**src/design/plant_startup_shutdown_sequencer_top_assert.svh**
```systemverilog
// Assertion macros for the plant startup and shutdown sequencer
`ifndef PLANT_STARTUP_SHUTDOWN_SEQUENCER_TOP_ASSERT_SVH
`define PLANT_STARTUP_SHUTDOWN_SEQUENCER_TOP_ASSERT_SVH

// same-cycle implication, checked outside reset
`define PSSS_ASSERT_NOW(lbl, ante, cons, msg) \
	lbl: assert property (@(posedge clk) disable iff (!arst_n) (ante) |-> (cons)) \
		else $error(msg);

// next-cycle implication, checked outside reset
`define PSSS_ASSERT_NEXT(lbl, ante, cons, msg) \
	lbl: assert property (@(posedge clk) disable iff (!arst_n) (ante) |=> (cons)) \
		else $error(msg);

`endif

```
**src/design/psss_pkg.sv**
```systemverilog
// Types, constants and helpers of the plant startup and shutdown sequencer
`default_nettype none

package psss_pkg;

	localparam int TIME_BITS = 32;
	localparam logic [TIME_BITS-1:0] SEND_INTERVAL_MS = TIME_BITS'(500);

	localparam logic [7:0] DUTY_0   = 8'd0;
	localparam logic [7:0] DUTY_40  = 8'd102;
	localparam logic [7:0] DUTY_50  = 8'd127;
	localparam logic [7:0] DUTY_60  = 8'd153;
	localparam logic [7:0] DUTY_100 = 8'd255;

	localparam logic [4:0] RELAY_STEAM1     = 5'b00001;
	localparam logic [4:0] RELAY_CONDENSER  = 5'b00100;
	localparam logic [4:0] RELAY_TOWER1     = 5'b01000;
	localparam logic [4:0] RELAY_LVL_NORMAL = 5'b01101;
	localparam logic [4:0] RELAY_ALL        = 5'b11111;

	localparam logic [1:0] LVL_OFF    = 2'd0;
	localparam logic [1:0] LVL_NORMAL = 2'd1;
	localparam logic [1:0] LVL_MAX    = 2'd2;

	localparam logic [2:0] STAGE_1 = 3'd1;
	localparam logic [2:0] STAGE_2 = 3'd2;
	localparam logic [2:0] STAGE_3 = 3'd3;
	localparam logic [2:0] STAGE_4 = 3'd4;

	localparam logic [2:0] CFG_ROD_A_LOW   = 3'd0;
	localparam logic [2:0] CFG_ROD_B_LOW   = 3'd1;
	localparam logic [2:0] CFG_ROD_A_HIGH  = 3'd2;
	localparam logic [2:0] CFG_ROD_B_HIGH  = 3'd3;
	localparam logic [2:0] CFG_ROD_A_ALARM = 3'd4;
	localparam logic [2:0] CFG_ROD_B_ALARM = 3'd5;
	localparam logic [2:0] CFG_STAGE_DELAY = 3'd6;
	localparam logic [2:0] CFG_BLINK_HALF  = 3'd7;

	localparam logic [1:0] PHASE_CODE_IDLE  = 2'd0;
	localparam logic [1:0] PHASE_CODE_START = 2'd1;
	localparam logic [1:0] PHASE_CODE_RUN   = 2'd2;
	localparam logic [1:0] PHASE_CODE_STOP  = 2'd3;

	typedef enum logic [3:0] {
		PH_IDLE  = 4'b0001,
		PH_START = 4'b0010,
		PH_RUN   = 4'b0100,
		PH_STOP  = 4'b1000
	} phase_t;

	typedef struct packed {
		logic [4:0] relay;
		logic [7:0] steam;
		logic [7:0] turbine;
		logic [7:0] pump;
		logic [7:0] tower;
	} drive_t;

	function automatic logic [1:0] phase_code(input phase_t ph);
		logic [1:0] code;
		case (ph)
			PH_IDLE:  code = PHASE_CODE_IDLE;
			PH_START: code = PHASE_CODE_START;
			PH_RUN:   code = PHASE_CODE_RUN;
			PH_STOP:  code = PHASE_CODE_STOP;
			default:  code = PHASE_CODE_IDLE;
		endcase
		return code;
	endfunction

	function automatic drive_t level_drive(input logic [1:0] lvl);
		drive_t d;
		if (lvl == LVL_MAX) begin
			d.relay   = RELAY_ALL;
			d.steam   = DUTY_100;
			d.turbine = DUTY_100;
			d.pump    = DUTY_100;
			d.tower   = DUTY_100;
		end else begin
			d.relay   = RELAY_LVL_NORMAL;
			d.steam   = DUTY_50;
			d.turbine = DUTY_40;
			d.pump    = DUTY_60;
			d.tower   = DUTY_60;
		end
		return d;
	endfunction

endpackage

`default_nettype wire

```
**src/design/plant_startup_shutdown_sequencer_top.sv**
```systemverilog
// Top level of the plant startup and shutdown sequencer
`default_nettype none

// Takes one beat per cycle unless stalled: a beat lands in an input register, the sequencer
// state and the result are worked out from it combinationally and the result beat is held in
// the result register. Throughput is one beat per clock unless stalled, set by the single state
// update from the input register to the result register; the input side stalls only while a
// result is stalled and the input register is full. Configuration writes take effect at the
// next edge and are meant for times when no beat is in flight.
module plant_startup_shutdown_sequencer_top import psss_pkg::*; (
	input  wire logic        clk,
	input  wire logic        arst_n,
	input  wire logic        cfg_write,
	input  wire logic [2:0]  cfg_index,
	input  wire logic [15:0] cfg_data,
	input  wire logic        in_valid,
	output logic             in_stall,
	input  wire logic [6:0]  rod_a_position,
	input  wire logic [6:0]  rod_b_position,
	input  wire logic [31:0] now_ms,
	output logic             out_valid,
	input  wire logic        out_stall,
	output logic [4:0]       relay_bits,
	output logic [7:0]       steam_fan_duty,
	output logic [7:0]       turbine_duty,
	output logic [7:0]       condenser_pump_duty,
	output logic [7:0]       tower_fan_duty,
	output logic             buzzer_on,
	output logic [1:0]       level_now,
	output logic [1:0]       phase_now,
	output logic             send_level_pulse
);

	logic [6:0]  rod_a_low_q, rod_b_low_q, rod_a_high_q, rod_b_high_q;
	logic [6:0]  rod_a_alarm_q, rod_b_alarm_q;
	logic [15:0] stage_delay_q, blink_half_q;

	logic        valid_s1;
	logic [6:0]  rod_a_s1, rod_b_s1;
	logic [31:0] now_s1;

	phase_t               phase_q;
	logic [2:0]           stage_q;
	logic [TIME_BITS-1:0] stage_start_q, blink_start_q, last_send_q;
	logic [1:0]           prior_level_q;
	logic                 buzzer_q;
	drive_t               drive_q;

	logic       out_valid_q;
	drive_t     res_drive_q;
	logic       res_buzzer_q;
	logic [1:0] res_level_q;
	logic [1:0] res_phase_q;
	logic       res_pulse_q;

	logic                 adv;
	logic [TIME_BITS-1:0] now_t, el_stage, el_blink, el_send;
	logic [1:0]           lvl;
	logic                 stage_due;
	phase_t               n_phase;
	logic [2:0]           n_stage;
	logic [TIME_BITS-1:0] n_stage_start, n_blink_start, n_last_send;
	logic                 n_buzzer;
	drive_t               n_drive;
	logic                 pulse;

	// configuration registers
	always_ff @(posedge clk or negedge arst_n) begin
		if (!arst_n) begin
			rod_a_low_q   <= 7'd21;
			rod_b_low_q   <= 7'd16;
			rod_a_high_q  <= 7'd41;
			rod_b_high_q  <= 7'd31;
			rod_a_alarm_q <= 7'd70;
			rod_b_alarm_q <= 7'd55;
			stage_delay_q <= 16'd5000;
			blink_half_q  <= 16'd500;
		end else if (cfg_write) begin
			case (cfg_index)
				CFG_ROD_A_LOW:   rod_a_low_q   <= cfg_data[6:0];
				CFG_ROD_B_LOW:   rod_b_low_q   <= cfg_data[6:0];
				CFG_ROD_A_HIGH:  rod_a_high_q  <= cfg_data[6:0];
				CFG_ROD_B_HIGH:  rod_b_high_q  <= cfg_data[6:0];
				CFG_ROD_A_ALARM: rod_a_alarm_q <= cfg_data[6:0];
				CFG_ROD_B_ALARM: rod_b_alarm_q <= cfg_data[6:0];
				CFG_STAGE_DELAY: stage_delay_q <= cfg_data;
				CFG_BLINK_HALF:  blink_half_q  <= cfg_data;
				default: ;
			endcase
		end
	end

	assign adv      = valid_s1 && (!out_valid_q || !out_stall);
	assign in_stall = valid_s1 && out_valid_q && out_stall;

	// input register
	always_ff @(posedge clk or negedge arst_n) begin
		if (!arst_n) begin
			valid_s1 <= 1'b0;
		end else if (!in_stall) begin
			valid_s1 <= in_valid;
		end
	end

	always_ff @(posedge clk) begin
		if (in_valid && !in_stall) begin
			rod_a_s1 <= rod_a_position;
			rod_b_s1 <= rod_b_position;
			now_s1   <= now_ms;
		end
	end

	assign now_t    = TIME_BITS'(now_s1);
	assign el_stage = now_t - stage_start_q;
	assign el_blink = now_t - blink_start_q;
	assign el_send  = now_t - last_send_q;
	assign stage_due = el_stage > TIME_BITS'(stage_delay_q);
	assign pulse     = el_send > SEND_INTERVAL_MS;

	always_comb begin
		if (rod_a_s1 < rod_a_low_q || rod_b_s1 < rod_b_low_q) begin
			lvl = LVL_OFF;
		end else if (rod_a_s1 >= rod_a_high_q && rod_b_s1 >= rod_b_high_q) begin
			lvl = LVL_MAX;
		end else begin
			lvl = LVL_NORMAL;
		end
	end

	always_comb begin
		n_phase       = phase_q;
		n_stage       = stage_q;
		n_stage_start = stage_start_q;
		n_blink_start = blink_start_q;
		n_last_send   = pulse ? now_t : last_send_q;
		n_buzzer      = buzzer_q;
		n_drive       = drive_q;
		case (phase_q)
			PH_IDLE: begin
				if (lvl != LVL_OFF) begin
					n_phase       = PH_START;
					n_stage       = STAGE_1;
					n_stage_start = now_t;
					n_drive.relay = drive_q.relay | RELAY_STEAM1;
					n_drive.steam = DUTY_50;
				end
			end
			PH_START: begin
				if (lvl == LVL_OFF) begin
					n_phase       = PH_STOP;
					n_stage       = STAGE_1;
					n_stage_start = now_t;
					n_drive       = '0;
					n_buzzer      = 1'b0;
				end else if (stage_due) begin
					n_stage       = stage_q + 3'd1;
					n_stage_start = now_t;
					case (n_stage)
						STAGE_1: begin
							n_drive.relay = drive_q.relay | RELAY_STEAM1;
							n_drive.steam = DUTY_50;
						end
						STAGE_2: n_drive.turbine = DUTY_40;
						STAGE_3: begin
							n_drive.relay = drive_q.relay | RELAY_CONDENSER;
							n_drive.pump  = DUTY_60;
						end
						STAGE_4: begin
							n_phase = PH_RUN;
							n_drive = level_drive(lvl);
						end
						default: ;
					endcase
				end
			end
			PH_RUN: begin
				if (lvl == LVL_OFF) begin
					n_phase       = PH_STOP;
					n_stage       = STAGE_1;
					n_stage_start = now_t;
					n_drive       = '0;
					n_buzzer      = 1'b0;
				end else begin
					if (lvl != prior_level_q) begin
						n_drive = level_drive(lvl);
					end
					if (lvl == LVL_MAX && rod_a_s1 >= rod_a_alarm_q
							&& rod_b_s1 >= rod_b_alarm_q) begin
						if (el_blink > TIME_BITS'(blink_half_q)) begin
							n_blink_start = now_t;
							n_buzzer      = !buzzer_q;
						end
					end else begin
						n_buzzer = 1'b0;
					end
				end
			end
			PH_STOP: begin
				if (stage_due) begin
					n_stage       = stage_q + 3'd1;
					n_stage_start = now_t;
					case (n_stage)
						STAGE_2: n_drive.turbine = DUTY_0;
						STAGE_3: n_drive.pump    = DUTY_0;
						STAGE_4: begin
							n_drive.tower = DUTY_0;
							n_phase       = PH_IDLE;
						end
						default: ;
					endcase
				end
			end
			default: ;
		endcase
	end

	// sequencer state
	always_ff @(posedge clk or negedge arst_n) begin
		if (!arst_n) begin
			phase_q       <= PH_IDLE;
			stage_q       <= '0;
			stage_start_q <= '0;
			blink_start_q <= '0;
			last_send_q   <= '0;
			prior_level_q <= LVL_OFF;
			buzzer_q      <= 1'b0;
			drive_q       <= '0;
		end else if (adv) begin
			phase_q       <= n_phase;
			stage_q       <= n_stage;
			stage_start_q <= n_stage_start;
			blink_start_q <= n_blink_start;
			last_send_q   <= n_last_send;
			prior_level_q <= lvl;
			buzzer_q      <= n_buzzer;
			drive_q       <= n_drive;
		end
	end

	// result register
	always_ff @(posedge clk or negedge arst_n) begin
		if (!arst_n) begin
			out_valid_q <= 1'b0;
		end else if (!out_valid_q || !out_stall) begin
			out_valid_q <= valid_s1;
		end
	end

	always_ff @(posedge clk) begin
		if (adv) begin
			res_drive_q  <= n_drive;
			res_buzzer_q <= n_buzzer;
			res_level_q  <= lvl;
			res_phase_q  <= phase_code(n_phase);
			res_pulse_q  <= pulse;
		end
	end

	assign out_valid           = out_valid_q;
	assign relay_bits          = res_drive_q.relay;
	assign steam_fan_duty      = res_drive_q.steam;
	assign turbine_duty        = res_drive_q.turbine;
	assign condenser_pump_duty = res_drive_q.pump;
	assign tower_fan_duty      = res_drive_q.tower;
	assign buzzer_on           = res_buzzer_q;
	assign level_now           = res_level_q;
	assign phase_now           = res_phase_q;
	assign send_level_pulse    = res_pulse_q;

`include "plant_startup_shutdown_sequencer_top_assert.svh"

	`PSSS_ASSERT_NEXT(a_adv_gives_beat, adv, out_valid_q, "advanced beat did not reach result")
	`PSSS_ASSERT_NOW(a_run_relays, phase_q == PH_RUN, drive_q.relay == RELAY_LVL_NORMAL || drive_q.relay == RELAY_ALL, "running with relays off level pattern")
	`PSSS_ASSERT_NOW(a_buzzer_run_only, buzzer_q, phase_q == PH_RUN, "buzzer on outside running")
	`PSSS_ASSERT_NOW(a_stage_range, phase_q != PH_IDLE, stage_q >= STAGE_1 && stage_q <= STAGE_4, "stage out of range while sequencing")

endmodule

`default_nettype wire
```
**config.mk**
```make
export PLATFORM = sky130hd
export DESIGN_NAME = plant_startup_shutdown_sequencer_top
export DESIGN_NICKNAME = d
export VERILOG_FILES = /design/src/design/psss_pkg.sv /design/src/design/plant_startup_shutdown_sequencer_top.sv
export VERILOG_INCLUDE_DIRS = /design/src /design/src/design
export SDC_FILE = /design/constraint.sdc
export NUM_CORES = 1
export LEC_CHECK = 0
export BUFFER_PORTS_ARGS = -buffer_cell sky130_fd_sc_hd__buf_2
export CORE_ASPECT_RATIO = 0.5
export CORE_MARGIN = 2
export CORE_UTILIZATION = 50
export CTS_CLUSTER_DIAMETER = 40
export DETAILED_ROUTE_END_ITERATION = 6
export PLACE_DENSITY = 0.76
export SLEW_MARGIN = 0
export SYNTH_ARGS = -nofsm -noshare
export SYNTH_HDL_FRONTEND = slang
export SYNTH_SLANG_ARGS = --single-unit
```
**constraint.sdc**
```tcl
create_clock -name clk -period 5.5 [get_ports clk]
set_clock_uncertainty 0.2 [all_clocks]
set_input_delay 0.275 -clock clk [delete_from_list [all_inputs] [get_ports clk]]
set_output_delay 0.275 -clock clk [all_outputs]
set_load 0.01 [all_outputs]
```
==> results.toml <==
[run_status]
status = "finished with violations"
failed_checks = "design-rule violations"

[routing]
viasPerCell = 5.85
wl_per_cell_um = 18.4
first_iter_violations = 1340
wl_um = 52500
drc = 7
first_pass_iters = 7
vias = 16713
postRouteAntennaNets = 0

[sta]
finalCritPeriodShare = 0.944
worstMarginPinSlew_ps = 1220
slew_headroom = 0.180
finalHoldViolations = 0
min_period_ps = 5190
setup_viol = 0
fmax_mhz = 193
slew_viol_final = 0

[logic_synthesis]
synth_top_cell_area_share = 0.230
synth_top_family_by_area = "compound AO/OA/AOI/OAI gates"
synth.top_cells.by_count = "inv_1 (213), dfrtp_1 (187), ha_1 (170)"
yosysWarnings = 0
synth_ff_type = "dfrtp_1"
yosysSeqAreaShare = 0.403
syn_area_per_cell_um2 = 9.68
synth-compound-area-share = 0.207
synthSimpleGateAreaFrac = 0.126
synth-xor-area-share = 0.0289
muxShareOfSynthArea = 0.0696
synthesis.instances = 2099
ys_seq_elements = 308
yosysUniqueCellTypes = 96
synthTopCellsByArea = "dfrtp_1 (23%), edfxtp_1 (13%), ha_1 (10%), mux2_2 (5.3%), dfstp_2 (4.1%)"
netlist_area_um2 = 20300
synth_fp_nets = 2342
async_reset_ff_frac = 0.711
synth_top_cell_by_area = "dfrtp_1"
synth-edff-count = 89
synth-adder-area-share = 0.108
yosys.cell_count.top_type = "inv_1"

[worst_setup_path]
critPathKind = "reg -> reg"
cp_common_cell = "ha_1"
critPathLaunchType = "register"
critical_path.max_fanout = 31
r2r_slack_ps = 310
worst_path_largest_cell_delay_ps = 560
cp.arrival_ps = 5400
crit_path_cell_trace = "inv_2 -> ha_1 -> inv_1 -> fa_1 -> a21oi_2 -> o21ai_1 -> a31oi_2 -> a21oi_1 -> xnor2_1 -> ha_1 -> a21o_1 -> a211oi_1 -> nand2_1 -> nor2_1 -> o311ai_2 -> or4_4 -> nor4_4 -> a21oi_4 -> buf_12 -> mux2_4"
crit_path_top_delay_cell = "or4_4"
cp.required_ps = 5710
cp_num_buf_inv = 3
critical-path-top-delay-family = "compound AO/OA/AOI/OAI gates"
worstSetupEndpointType = "register"

[global_routing]
grt_pass1_vias = 16155
overflow = 0
antenna_found_initial = 1
grt_pass1_wl_um = 84800
grt.total_usage = 0.249
grt_start_max_net_pins = 115

[die]
rows = 52
coreArea_um2 = 40300
die_x_um = 289
dieArea_um2 = 42400
die_h_um = 147
num_io_pins = 115
initial_core_util = 0.505

[cells_and_area]
drive_gt1_frac = 0.176
final_core_util = 0.585
instances_no_fill = 2858
area_growth_pct = 15.9
multi_input_area_um2 = 11000
final_nets = 2535
ff_latch_area_um2 = 8190
diodes = 0
fillers = 3398

[clock_network]
clk_pin_slew_ps = 60
cts_tree = "built"
cts_root_buf = "clkbuf_16"
clk-insertion-delay-late_ps = 530
cts_buffer_depth = 3
clock-sinks = 308
cts_buffers = 35
htreeDepth = 2

[pwr]
power-per-cell-area_nw_per_um2 = 402
vdd.ir_drop.worst_mv = 0.197
p_leak_nw = 10.8

[run]
drv_cap = 0

[placed_design]
port_buffers = 114
gp_congestion = 0.932
hpwlAfterDp_um = 38000
dp.cells = 2724

[worst_hold_path]
holdCritPathClass = "in -> reg"
through the flow:
step | power [mW] | TNS (ps) | area, µm² | hold WS (ps) | setup WS [ps]
floorplan | 5.95 | 0 | 20300 | -221 | 756
global placement | 6.90 | 0 | 21600 | 215 | 59.5
detailed placement | 7.00 | -189 | 21600 | 223 | -44.5
CTS | 9.42 | 0 | 23500 | 76.0 | 90.8
global route | 10.1 | -7.31 | 23600 | 83.5 | -6.03
finish | 9.47 | 0 | 23600 | 16.4 | 307
worst paths after layout:
path                                          from                            to  cells past startpoint
min                                   cfg_index[0]   rod_a_high_q[5]$_DFFE_PN1P_                      4
min reg2reg                drive_q[21]$_DFFE_PN0P_       drive_q[21]$_DFFE_PN0P_                      1
min in group asynchronous                   arst_n    rod_b_low_q[1]$_DFFE_PN0P_                      2
max                            now_s1[0]$_DFFE_PP_  blink_start_q[3]$_DFFE_PN0P_                     20
max reg2reg                    now_s1[0]$_DFFE_PP_  blink_start_q[3]$_DFFE_PN0P_                     20
max in group asynchronous                   arst_n        drive_q[8]$_DFFE_PN0P_                      3
layer usage:
metal | share of wire | track usage | up-vias
li1 | - | - | 8043
met1 | 0.45 | 0.346 | 8105
met2 | 0.47 | 0.402 | 480
met3 | 0.057 | 0.0431 | 85
met4 | 0.025 | 0.0665 | 0
met5 | 0 | 0 | -
logic make-up (layout without fill, tap and decap cells):
group / Yosys count / in the layout
flip-flops: 308 / 308
buffers and inverters: 292 / 511
AND/OR/NAND/NOR: 506 / 506
AO/OA/AOI/OAI: 629 / 629
multiplexers: 124 / 124
XOR/XNOR: 67 / 67
adder cells (fa/ha/maj): 173 / 173
flip-flops by register name, summed over array words and instances (netlist names), 4 cells and up:
name,flops
rod_a_alarm_q,7
rod_b_alarm_q,7
condenser_pump_duty,8
rod_b_low_q,7
rod_a_high_q,7
tower_fan_duty,8
last_send_q,32
steam_fan_duty,8
phase_q,4
relay_bits,5
drive_q,37
stage_delay_q,16
blink_start_q,32
rod_b_high_q,7
blink_half_q,16
rod_a_low_q,7
rod_a_s1,7
turbine_duty,8
rod_b_s1,7
stage_start_q,32
now_s1,32
final cells by class:
| cell class | instances | share of cell area |
|---|---|---|
| inverters | 214 | 0.0342 |
| well taps | 540 | 0.0287 |
| repair buffers | 234 | 0.0717 |
| clock inverters | 15 | 0.00627 |
| multi-input cells | 1499 | 0.469 |
| clock buffers | 48 | 0.0423 |
| flip-flops and latches | 308 | 0.348 |
placed cells by master (no fill, tap or decap), types with 37 or more instances in the layout:
cell type	Yosys	routed
dfrtp_1	187	187
xnor2_1	44	44
edfxtp_1	89	89
nor2_1	90	90
mux2_2	96	96
clkbuf_16	0	37
buf_4	3	50
buf_2	8	113
a21o_1	106	106
a21oi_1	140	136
dlygate4sd3_1	0	66
ha_1	170	170
o21ai_0	138	137
and3_1	43	43
inv_1	213	212
nand2_1	168	167
where the power goes:
group	leakage (nW)	internal, mW	total, mW	switching (mW)
Combinational	6.75	1.65	4.01	2.36
Sequential	3.54	2.85	3.11	0.260
Clock	0.556	1.34	2.35	1.00
worst reg2reg max path, stage by stage (launching register included):
cell and delay [ps]:
edfxtp_1 410, inv_2 120, ha_1 170, inv_1 50, fa_1 420, a21oi_2 160, o21ai_1 120, a31oi_2 280
a21oi_1 150, xnor2_1 310, ha_1 320, a21o_1 160, a211oi_1 220, nand2_1 70, nor2_1 130, o311ai_2 170
or4_4 560, nor4_4 370, a21oi_4 110, buf_12 200, mux2_4 370
timing repair:
action,CTS,global route
setup endpoints to repair,54,139
buffers inserted,3,2
hold endpoints to repair,214,0
hold buffers,66,0
pin swaps,2,5
resized for setup,0,18
(Power assumes the default switching activity.)
